[config.mk]
export PLATFORM = sky130hd
export DESIGN_NAME = base64_stream_decoder_unit
export DESIGN_NICKNAME = d
export VERILOG_FILES = /design/src/rtl/b64d_pkg.sv /design/src/rtl/b64d_front.sv /design/src/rtl/b64d_queue.sv /design/src/rtl/b64d_back.sv /design/src/rtl/base64_stream_decoder_unit.sv
export SDC_FILE = /design/constraint.sdc
export NUM_CORES = 1
export LEC_CHECK = 0
export ABC_CLOCK_PERIOD_IN_PS = 3000
export BUFFER_PORTS_ARGS = -buffer_cell sky130_fd_sc_hd__buf_2
export CORE_MARGIN = 10
export CORE_UTILIZATION = 59
export CTS_CLUSTER_SIZE = 24
export DETAILED_ROUTE_END_ITERATION = 10
export PLACE_DENSITY_LB_ADDON = 0.08
export RECOVER_POWER = 100
export SETUP_SLACK_MARGIN = 0.3
export SLEW_MARGIN = 5
export SYNTH_ARGS = -nofsm -noshare
export SYNTH_HDL_FRONTEND = slang
export SYNTH_SLANG_ARGS = --single-unit
[constraint.sdc]
create_clock -name clk -period 3 [get_ports clk]
set_input_delay 0.3 -clock clk [delete_from_list [all_inputs] [get_ports clk]]
set_output_delay 0.3 -clock clk [all_outputs]
set_load 0.05 [all_outputs]
[src/rtl/b64d_pkg.sv]
// Shared types, constants and the symbol lookup for the base64 stream decoder.
`default_nettype none
package b64d_pkg;

  localparam int SYM_W       = 7;   // symbol values 0..64
  localparam int ACC_W       = 26;  // shift accumulator width
  localparam int PHASE_W     = 2;   // symbols / characters mod 4
  localparam int QUEUE_DEPTH = 2;
  localparam int QPTR_W      = $clog2(QUEUE_DEPTH);
  localparam int QCNT_W      = $clog2(QUEUE_DEPTH + 1);

  localparam logic [PHASE_W-1:0] PHASE_FIRST  = 2'd0;
  localparam logic [PHASE_W-1:0] PHASE_SECOND = 2'd1;
  localparam logic [PHASE_W-1:0] PHASE_THIRD  = 2'd2;
  localparam logic [PHASE_W-1:0] PHASE_FOURTH = 2'd3;

  // Raw character transaction
  typedef struct packed {
    logic [7:0] char_code;
    logic       last_char;
  } chr_t;

  // Decoded result transaction
  typedef struct packed {
    logic [7:0] out_byte;
    logic       byte_valid;
    logic       end_flag;
    logic       length_error;
  } dec_t;

  // Classified character handed from front to back
  typedef struct packed {
    logic [SYM_W-1:0] sym;
    logic             sym_ok;   // decodable symbol, decoder not halted
    logic             last;
    logic             len_err;
  } cls_t;

  typedef struct packed {
    logic             hit;
    logic [SYM_W-1:0] sym;
  } sym_lookup_t;

  // Alphabet: a-z, A-N, '0', P-Z, 'O', 1-9, '+', '/', '='
  function automatic sym_lookup_t sym_lookup(input logic [7:0] c);
    sym_lookup_t r;
    r.hit = 1'b1;
    r.sym = '0;
    if (c >= 8'h61 && c <= 8'h7a) begin
      r.sym = SYM_W'(c - 8'h61);
    end else if (c >= 8'h41 && c <= 8'h4e) begin
      r.sym = SYM_W'(c - 8'h41 + 8'd26);
    end else if (c == 8'h30) begin
      r.sym = SYM_W'(40);
    end else if (c >= 8'h50 && c <= 8'h5a) begin
      r.sym = SYM_W'(c - 8'h50 + 8'd41);
    end else if (c == 8'h4f) begin
      r.sym = SYM_W'(52);
    end else if (c >= 8'h31 && c <= 8'h39) begin
      r.sym = SYM_W'(c - 8'h31 + 8'd53);
    end else if (c == 8'h2b) begin
      r.sym = SYM_W'(62);
    end else if (c == 8'h2f) begin
      r.sym = SYM_W'(63);
    end else if (c == 8'h3d) begin
      r.sym = SYM_W'(64);
    end else begin
      r.hit = 1'b0;
    end
    return r;
  endfunction

endpackage
`default_nettype wire

[src/rtl/b64d_front.sv]
// Front end: accepts characters, tracks length and halt, classifies symbols.
`default_nettype none
module b64d_front (
  input  wire logic           clk,
  input  wire logic           rst,
  input  wire logic           chr_valid,
  output logic                chr_ready,
  input  wire b64d_pkg::chr_t chr,
  input  wire logic           q_full,
  output logic                push,
  output b64d_pkg::cls_t      push_item
);
  import b64d_pkg::*;

  logic [PHASE_W-1:0] len_phase;
  logic [PHASE_W-1:0] len_phase_next;
  logic               halted;
  logic               halt_now;
  sym_lookup_t        lk;

  assign chr_ready = !q_full;
  assign push      = chr_valid && chr_ready;

  // Classification
  always_comb begin
    len_phase_next   = len_phase + 1'b1;
    halt_now         = halted || (chr.char_code == 8'h00);
    lk               = sym_lookup(chr.char_code);
    push_item.sym    = lk.sym;
    push_item.sym_ok = lk.hit && !halt_now;
    push_item.last   = chr.last_char;
    push_item.len_err = chr.last_char && (len_phase_next == PHASE_SECOND);
  end

  // Per-message length and halt state
  always_ff @(posedge clk) begin
    if (rst) begin
      len_phase <= PHASE_FIRST;
      halted    <= 1'b0;
    end else if (push) begin
      if (chr.last_char) begin
        len_phase <= PHASE_FIRST;
        halted    <= 1'b0;
      end else begin
        len_phase <= len_phase_next;
        halted    <= halt_now;
      end
    end
  end

endmodule
`default_nettype wire

[src/rtl/b64d_queue.sv]
// Short FIFO of classified characters between front and back.
`default_nettype none
module b64d_queue (
  input  wire logic           clk,
  input  wire logic           rst,
  input  wire logic           push,
  input  wire b64d_pkg::cls_t push_item,
  input  wire logic           pop,
  output b64d_pkg::cls_t      pop_item,
  output logic                full,
  output logic                empty
);
  import b64d_pkg::*;

  cls_t              mem [QUEUE_DEPTH];
  logic [QPTR_W-1:0] wr_ptr;
  logic [QPTR_W-1:0] rd_ptr;
  logic [QCNT_W-1:0] count;

  assign full     = (count == QCNT_W'(QUEUE_DEPTH));
  assign empty    = (count == '0);
  assign pop_item = mem[rd_ptr];

  // Storage
  always_ff @(posedge clk) begin
    if (push) begin
      mem[wr_ptr] <= push_item;
    end
  end

  // Pointers and fill count
  always_ff @(posedge clk) begin
    if (rst) begin
      wr_ptr <= '0;
      rd_ptr <= '0;
      count  <= '0;
    end else begin
      if (push) begin
        wr_ptr <= (wr_ptr == QPTR_W'(QUEUE_DEPTH - 1)) ? '0 : wr_ptr + 1'b1;
      end
      if (pop) begin
        rd_ptr <= (rd_ptr == QPTR_W'(QUEUE_DEPTH - 1)) ? '0 : rd_ptr + 1'b1;
      end
      if (push && !pop) begin
        count <= count + 1'b1;
      end else if (pop && !push) begin
        count <= count - 1'b1;
      end
    end
  end

endmodule
`default_nettype wire

[src/rtl/b64d_back.sv]
// Back end: shift-accumulates symbols, extracts bytes, holds the output register.
`default_nettype none
module b64d_back (
  input  wire logic           clk,
  input  wire logic           rst,
  input  wire logic           q_empty,
  input  wire b64d_pkg::cls_t q_item,
  output logic                pop,
  output logic                dec_valid,
  input  wire logic           dec_ready,
  output b64d_pkg::dec_t      dec
);
  import b64d_pkg::*;

  logic [ACC_W-1:0]   acc;
  logic [ACC_W-1:0]   acc_next;
  logic [PHASE_W-1:0] sym_phase;
  logic [PHASE_W-1:0] sym_phase_next;
  dec_t               result;

  // Drain the queue whenever the output register is free or being taken
  assign pop = !q_empty && (!dec_valid || dec_ready);

  // Accumulate and pick the byte for the new phase
  always_comb begin
    sym_phase_next = sym_phase + 1'b1;
    if (sym_phase == PHASE_FIRST) begin
      acc_next = ACC_W'(q_item.sym);
    end else begin
      acc_next = ACC_W'({acc, 6'b0}) + ACC_W'(q_item.sym);
    end
    result.out_byte     = 8'h00;
    result.byte_valid   = 1'b0;
    result.end_flag     = q_item.last;
    result.length_error = q_item.len_err;
    if (q_item.sym_ok) begin
      case (sym_phase_next)
        PHASE_THIRD: begin
          result.out_byte   = acc_next[11:4];
          result.byte_valid = 1'b1;
        end
        PHASE_FOURTH: begin
          result.out_byte   = acc_next[9:2];
          result.byte_valid = 1'b1;
        end
        PHASE_FIRST: begin
          result.out_byte   = acc_next[7:0];
          result.byte_valid = 1'b1;
        end
        default: begin
          result.byte_valid = 1'b0;
        end
      endcase
    end
  end

  // Decoder state, cleared at end of message
  always_ff @(posedge clk) begin
    if (rst) begin
      acc       <= '0;
      sym_phase <= PHASE_FIRST;
    end else if (pop) begin
      if (q_item.last) begin
        acc       <= '0;
        sym_phase <= PHASE_FIRST;
      end else if (q_item.sym_ok) begin
        acc       <= acc_next;
        sym_phase <= sym_phase_next;
      end
    end
  end

  // Output register
  always_ff @(posedge clk) begin
    if (rst) begin
      dec_valid <= 1'b0;
    end else if (pop) begin
      dec_valid <= 1'b1;
    end else if (dec_ready) begin
      dec_valid <= 1'b0;
    end
  end

  always_ff @(posedge clk) begin
    if (pop) begin
      dec <= result;
    end
  end

endmodule
`default_nettype wire

[src/rtl/base64_stream_decoder_unit.sv]
// Path: an accepted character goes into the queue, then into the output register.
// Throughput: one character per cycle unless the queue fills; the two-entry queue
//   and the output register let input and output stall independently.
// Back end sets rate: one symbol accumulate, byte select per cycle unless stalled.
// Reset (rst, synchronous): empties the queue and output, clears all decoder state.
`default_nettype none
module base64_stream_decoder_unit (
  input  wire logic           clk,
  input  wire logic           rst,
  input  wire logic           chr_valid,
  output logic                chr_ready,
  input  wire b64d_pkg::chr_t chr,
  output logic                dec_valid,
  input  wire logic           dec_ready,
  output b64d_pkg::dec_t      dec
);
  import b64d_pkg::*;

  logic q_full;
  logic q_empty;
  logic push;
  logic pop;
  cls_t push_item;
  cls_t pop_item;

  b64d_front u_front (
    .clk       (clk),
    .rst       (rst),
    .chr_valid (chr_valid),
    .chr_ready (chr_ready),
    .chr       (chr),
    .q_full    (q_full),
    .push      (push),
    .push_item (push_item)
  );

  b64d_queue u_queue (
    .clk       (clk),
    .rst       (rst),
    .push      (push),
    .push_item (push_item),
    .pop       (pop),
    .pop_item  (pop_item),
    .full      (q_full),
    .empty     (q_empty)
  );

  b64d_back u_back (
    .clk       (clk),
    .rst       (rst),
    .q_empty   (q_empty),
    .q_item    (pop_item),
    .pop       (pop),
    .dec_valid (dec_valid),
    .dec_ready (dec_ready),
    .dec       (dec)
  );

endmodule
`default_nettype wire

# Word level (Yosys, flattened, before mapping)
# Memories as Yosys holds them, arrays and structs flattened. A register that Yosys moved wholly into a read port is not among the register bits.
# Cells that the tools add are included.
# totals
reg_bits,27
ramBits,20
in_bits,13
output_inout_bits,13
elab_cells,108
mem_count,1
# memory_table
memory,words,width,rd,rd_ports_with_merged_regs,write_ports,line_no,source
u_queue.mem,2,10,1,1,1,b64d_queue.sv:15,cls_t mem [QUEUE_DEPTH];
# classes
add_sub_neg,14
n_lt_le_gt_ge,8
n_eq_ne,9
muxes,37
n_reduce_logical,27
# ops
cell,count
2-to-1 mux 7 bit,9
"equality test 8 x 6 -> 1 bit, second input constant",4
"greater-or-equal comparator 8 x 7 -> 1 bit, second input constant",3
"less-or-equal comparator 8 x 7 -> 1 bit, second input constant",3
one-hot mux 8 bit (3 select lines),1
"subtractor 7 bit, second input constant",3
2-to-1 mux 1 bit,19
"adder 7 x 6 -> 7 bit, second input constant",2
adder 12 x 7 -> 12 bit,1
2-to-1 mux 12 bit,1
2-to-1 mux 6 bit,2
logical AND 1 bit,10
2-to-1 mux 2 bit,5
"equality test 8 x 7 -> 1 bit, second input constant",1
"greater-or-equal comparator 8 x 6 -> 1 bit, second input constant",1
"less-or-equal comparator 8 x 6 -> 1 bit, second input constant",1
logical NOT 8 bit,1
"adder 7 x 5 -> 7 bit, second input constant",1
"subtractor 7 x 6 -> 7 bit, second input constant",1
"adder 2 x 1 -> 2 bit, second input constant",3
"equality test 2 bit, second input constant",3
logical NOT 1 bit,6
logical NOT 2 bit,3
nonzero test 2 bit,3
other kinds (6),8

# Logic depth before layout (Yosys ltp)
# depth
word_depth,11
depth_mapped,10
ltp_nobuf,9

# Modules after synthesis
# From an unflattened synthesis, not the netlist that was laid out.
# unflattened
hier_cells,278
hier_area_um2,2875.3
# by_module_without_submodules
module,instances,cells_per_inst,area_each_um2,seq_area_each_um2
b64d_back,1,95,1033.5,510.5
b64d_queue,1,53,925.9,700.7
b64d_front,1,130,915.9,60.1

# Least setup slack after synthesis
# OpenSTA, ideal clock, no wires.
# synth_timing
kind,flip-flop to flip-flop
from,reg (tool-made name)
to,reg u_back.dec[9] (netlist name)
setup_ns,0.265
arrival_ns,1.883
required_ns,2.735
slack_ns,0.853
path_stages_with_launch,11
path_buffers,1
period_less_slack_ns,2.147
cell_sequence,dfxtp_1 > buf_2 > mux2_2 > ha_1 > ha_1 > a221oi_1 > a31oi_1 > a31oi_1 > nor2_1 > a21oi_1 > nor2_1

==> impl_metrics.toml <==
[status]
status = "finished clean"

[critical_path]
worstSetupStartpointType = "input pin"
critical_path.max_fanout = 9
worst_ep_required_time_ns = 3.03
critical-path-max-stage-delay_ns = 0.57
timing.critical_path.to_type = "flip-flop"
worst_setup_path_startpoint = "chr[2]"
crit_path_top_delay_cell = "sky130_fd_sc_hd__o221ai_1"
crit_chain = "buf_2 -> inv_1 -> ha_1 -> nand2b_1 -> a21boi_2 -> nor2_1 -> o221ai_1 -> nand4_1 -> o221a_1"
crit_arrival_ns = 2.63
worst-setup-path-type = "in -> reg"

[timing]
max_clk_rate_mhz = 384.7
grt_setup_unrepaired = "no"
slew_headroom = 0.4477
number_of_pins_exceeding_their_max_slew_limit_in_the_final_report = 0
final_min_period_over_clock_period = 0.8665
setup_viol = 0
final-hold-violation-count = 0
timing_worst_slew_pin_value_ns = 0.8254
min_period_ns = 2.599
final.setup.tns_ns = 0
skew_ns = 0.01417

[cts]
ctsLongestPathBuffers = 2
numCtsBuffers = 5
cts-hold-fix-buffers = 0
worst_skew_pair.late_latency_ns = 0.30
clock_tree.root_cell = "sky130_fd_sc_hd__clkbuf_8"
clk_pin_slew_worst_paths_ns = 0.09
h-tree-depth = 2
cts_setup_buffers = 0
cts.sinks = 48
cts_tree = "built"
post_cts_resize_count = 0

[routing]
wl_mm = 5.736
route.detailed.drc = 0
drt_pre_antenna_iters = 5
routed_wire_length_per_instance_um = 16.20
dr.first_iter.drc_count = 133
detail_route.vias_per_cell = 6.121
detail-route-antenna-nets = 0
routed_via_count = 2167

[power_and_ir_drop]
power.density_mw_per_mm2 = 744.4
max-vdd-ir-drop_uv = 420.8
power.net_switching_w = 0.0009117
leakage_nw = 1.142
power.clock.fraction = 0.190
switch_share = 0.4070
p_int_w = 0.001328
sequentialPowerShare = 0.421
power_frac_comb = 0.390

[logic_synthesis]
synthesis.instances = 278
synth_seq_area_share = 0.4514
synth_area_mm2 = 0.002816
synth.cells.most_frequent = "sky130_fd_sc_hd__edfxtp_1, sky130_fd_sc_hd__nor2_1, sky130_fd_sc_hd__a21oi_1"
ys_top_cells_by_area = "sky130_fd_sc_hd__edfxtp_1, sky130_fd_sc_hd__dfxtp_1, sky130_fd_sc_hd__ha_1, sky130_fd_sc_hd__a21oi_1, sky130_fd_sc_hd__nor2_1"
synth-async-reset-ratio = 0
synthDominantAreaCellType = "sky130_fd_sc_hd__edfxtp_1"
postSynthNetCount = 310
yosys_warnings = 0
ys_types = 59
synth.top_cell.area_share = 0.3305
syn_avg_cell_area_um2 = 10.13
yosys_most_used_dff = "sky130_fd_sc_hd__edfxtp_1"
synth_enable_flop_cells = 31
synth-seq-cells = 48

[grt]
grt_pass1_vias = 2008
grt_start_max_net_pins = 18
grt_first_pass_wirelength_mm = 9.321
antenna_found_initial = 0
gr-total-overflow = 0
tot_gr_track_use = 0.1470

[finish]
num_antenna_cells = 0
multi_input_comb_area_mm2 = 0.001378
utilization = 0.6456
final_cell_area_mm2 = 0.003009
area_growth_syn_to_fin_pct = 6.842
fin_nets = 331
drive_above_1_share = 0.1167
fill_cells = 406
final-seq-area_mm2 = 0.001271

[floorplan]
rows = 25
die_h_um = 89.09
initial_core_utilization = 0.6043
num_io_pins = 26
die_area_mm2 = 0.007937
die_x_um = 89.09
core_mm2 = 0.004661

[place]
postPlaceCellArea_mm2 = 0.002955
gp_routability_congestion = 0.9131
placement.io_buffers = 25
place.detailed.hpwl_mm = 4.280

[hold_path]
min-delay-start = "dec_ready"
worst_hold_path_type = "in -> reg"

[run]
maxCapViolations = 0
[sequential cells by signal, indices dropped and copies added (netlist names), 2 cells and up, named ones only]
name,cells
u_front.len_phase,2
u_back.sym_phase,2
u_back.dec,11
u_back.acc,6
u_queue.count,2
u_queue.mem,20
[power by group through the flow]
| stage | combinational, W | sequential (W) | clock, W |
|---|---|---|---|
| 3_3_place_gp | 0.000892 | 0.000951 | 0 |
| 2_1_floorplan | 0.000489 | 0.00115 | 0 |
| 6_report | 0.000873 | 0.000943 | 0.000425 |
| 4_1_cts | 0.000906 | 0.000941 | 0.000431 |
| 5_1_grt | 0.000949 | 0.000960 | 0.000458 |
| 3_5_place_dp | 0.000903 | 0.000956 | 0 |
[cell usage in the layout (no fill, tap or decap), types with 2 or more instances in the layout]
cell	count
sky130_fd_sc_hd__nor2_1	31
sky130_fd_sc_hd__and3_1	3
sky130_fd_sc_hd__xor2_1	7
sky130_fd_sc_hd__nand3_1	15
sky130_fd_sc_hd__nor3_2	2
sky130_fd_sc_hd__ha_1	19
sky130_fd_sc_hd__nor4bb_1	2
sky130_fd_sc_hd__buf_2	11
sky130_fd_sc_hd__a41oi_1	2
sky130_fd_sc_hd__mux2_2	7
sky130_fd_sc_hd__dfxtp_1	17
sky130_fd_sc_hd__a21oi_1	24
sky130_fd_sc_hd__nor3b_1	2
sky130_fd_sc_hd__mux2i_1	2
sky130_fd_sc_hd__a31oi_1	3
sky130_fd_sc_hd__a222oi_1	6
sky130_fd_sc_hd__o21ai_0	4
sky130_fd_sc_hd__nor2b_1	2
sky130_fd_sc_hd__nand2_1	20
sky130_fd_sc_hd__a22oi_1	2
sky130_fd_sc_hd__clkbuf_1	15
sky130_fd_sc_hd__or3_1	2
sky130_fd_sc_hd__o22ai_1	2
sky130_fd_sc_hd__a2111o_1	2
sky130_fd_sc_hd__nand2b_1	6
sky130_fd_sc_hd__nor3_1	4
sky130_fd_sc_hd__clkbuf_8	5
sky130_fd_sc_hd__edfxtp_1	31
sky130_fd_sc_hd__inv_1	17
sky130_fd_sc_hd__xnor2_1	2
[final timing paths]
kind         slack [ns]  depth (start not counted)                end
max                0.40                          9  u_queue.mem[1][8]
min reg2reg        0.47                          2      u_back.acc[0]
max reg2reg        0.69                         10      u_back.dec[9]
min                0.29                          3   u_back.dec_valid
[kinds of logic (layout without fill, tap and decap cells)]
kind of cell    count (synthesis)  count (layout)  share of synthesized area
simple gates                  101             101                     0.1888
mux                            10              10                    0.03910
fa+ha+maj                      19              19                    0.08441
compound gates                 60              60                     0.1599
buf+inv                        31              53                    0.04842
xor+xnor                        9               9                    0.02799
flops                          48              48                     0.4514
[per-layer routing]
layer  part of all wire  global-route usage
met1               0.43              0.1772
met2               0.50              0.2554
met3              0.054             0.02735
met4              0.019             0.05058
met5                  0                   0
[critical path, delay by kind of cell]
| family | cells | cell delay (ns) |
|---|---|---|
| AO/OA/AOI/OAI | 3 | 1.16 |
| adder cells (fa/ha/maj) | 1 | 0.26 |
| buffers and inverters | 2 | 0.30 |
| AND/OR/NAND/NOR | 3 | 0.61 |
[stage by stage]
step / hold WS [ns] / instances / power (W) / setup WS, ns
CTS: 0.2618 / 354 / 0.002278 / 0.6920
floorplan: 0.3989 / 278 / 0.001642 / 0.8528
finish: 0.2871 / 354 / 0.002240 / 0.4006
global route: 0.2977 / 354 / 0.002368 / 0.2614
detailed placement: 0.4515 / 346 / 0.001859 / 0.4607
global placement: 0.4493 / 346 / 0.001843 / 0.4568
[area by class of cell]
class | count | area share
multi-input combinational | 199 | 0.4578
sequential | 48 | 0.4225
timing repair buffer | 27 | 0.03950
clock buffer | 6 | 0.03118
inverter | 18 | 0.02245
tap | 54 | 0.02245
clock inverter | 2 | 0.004158
Power figures use the tool's default switching activity.
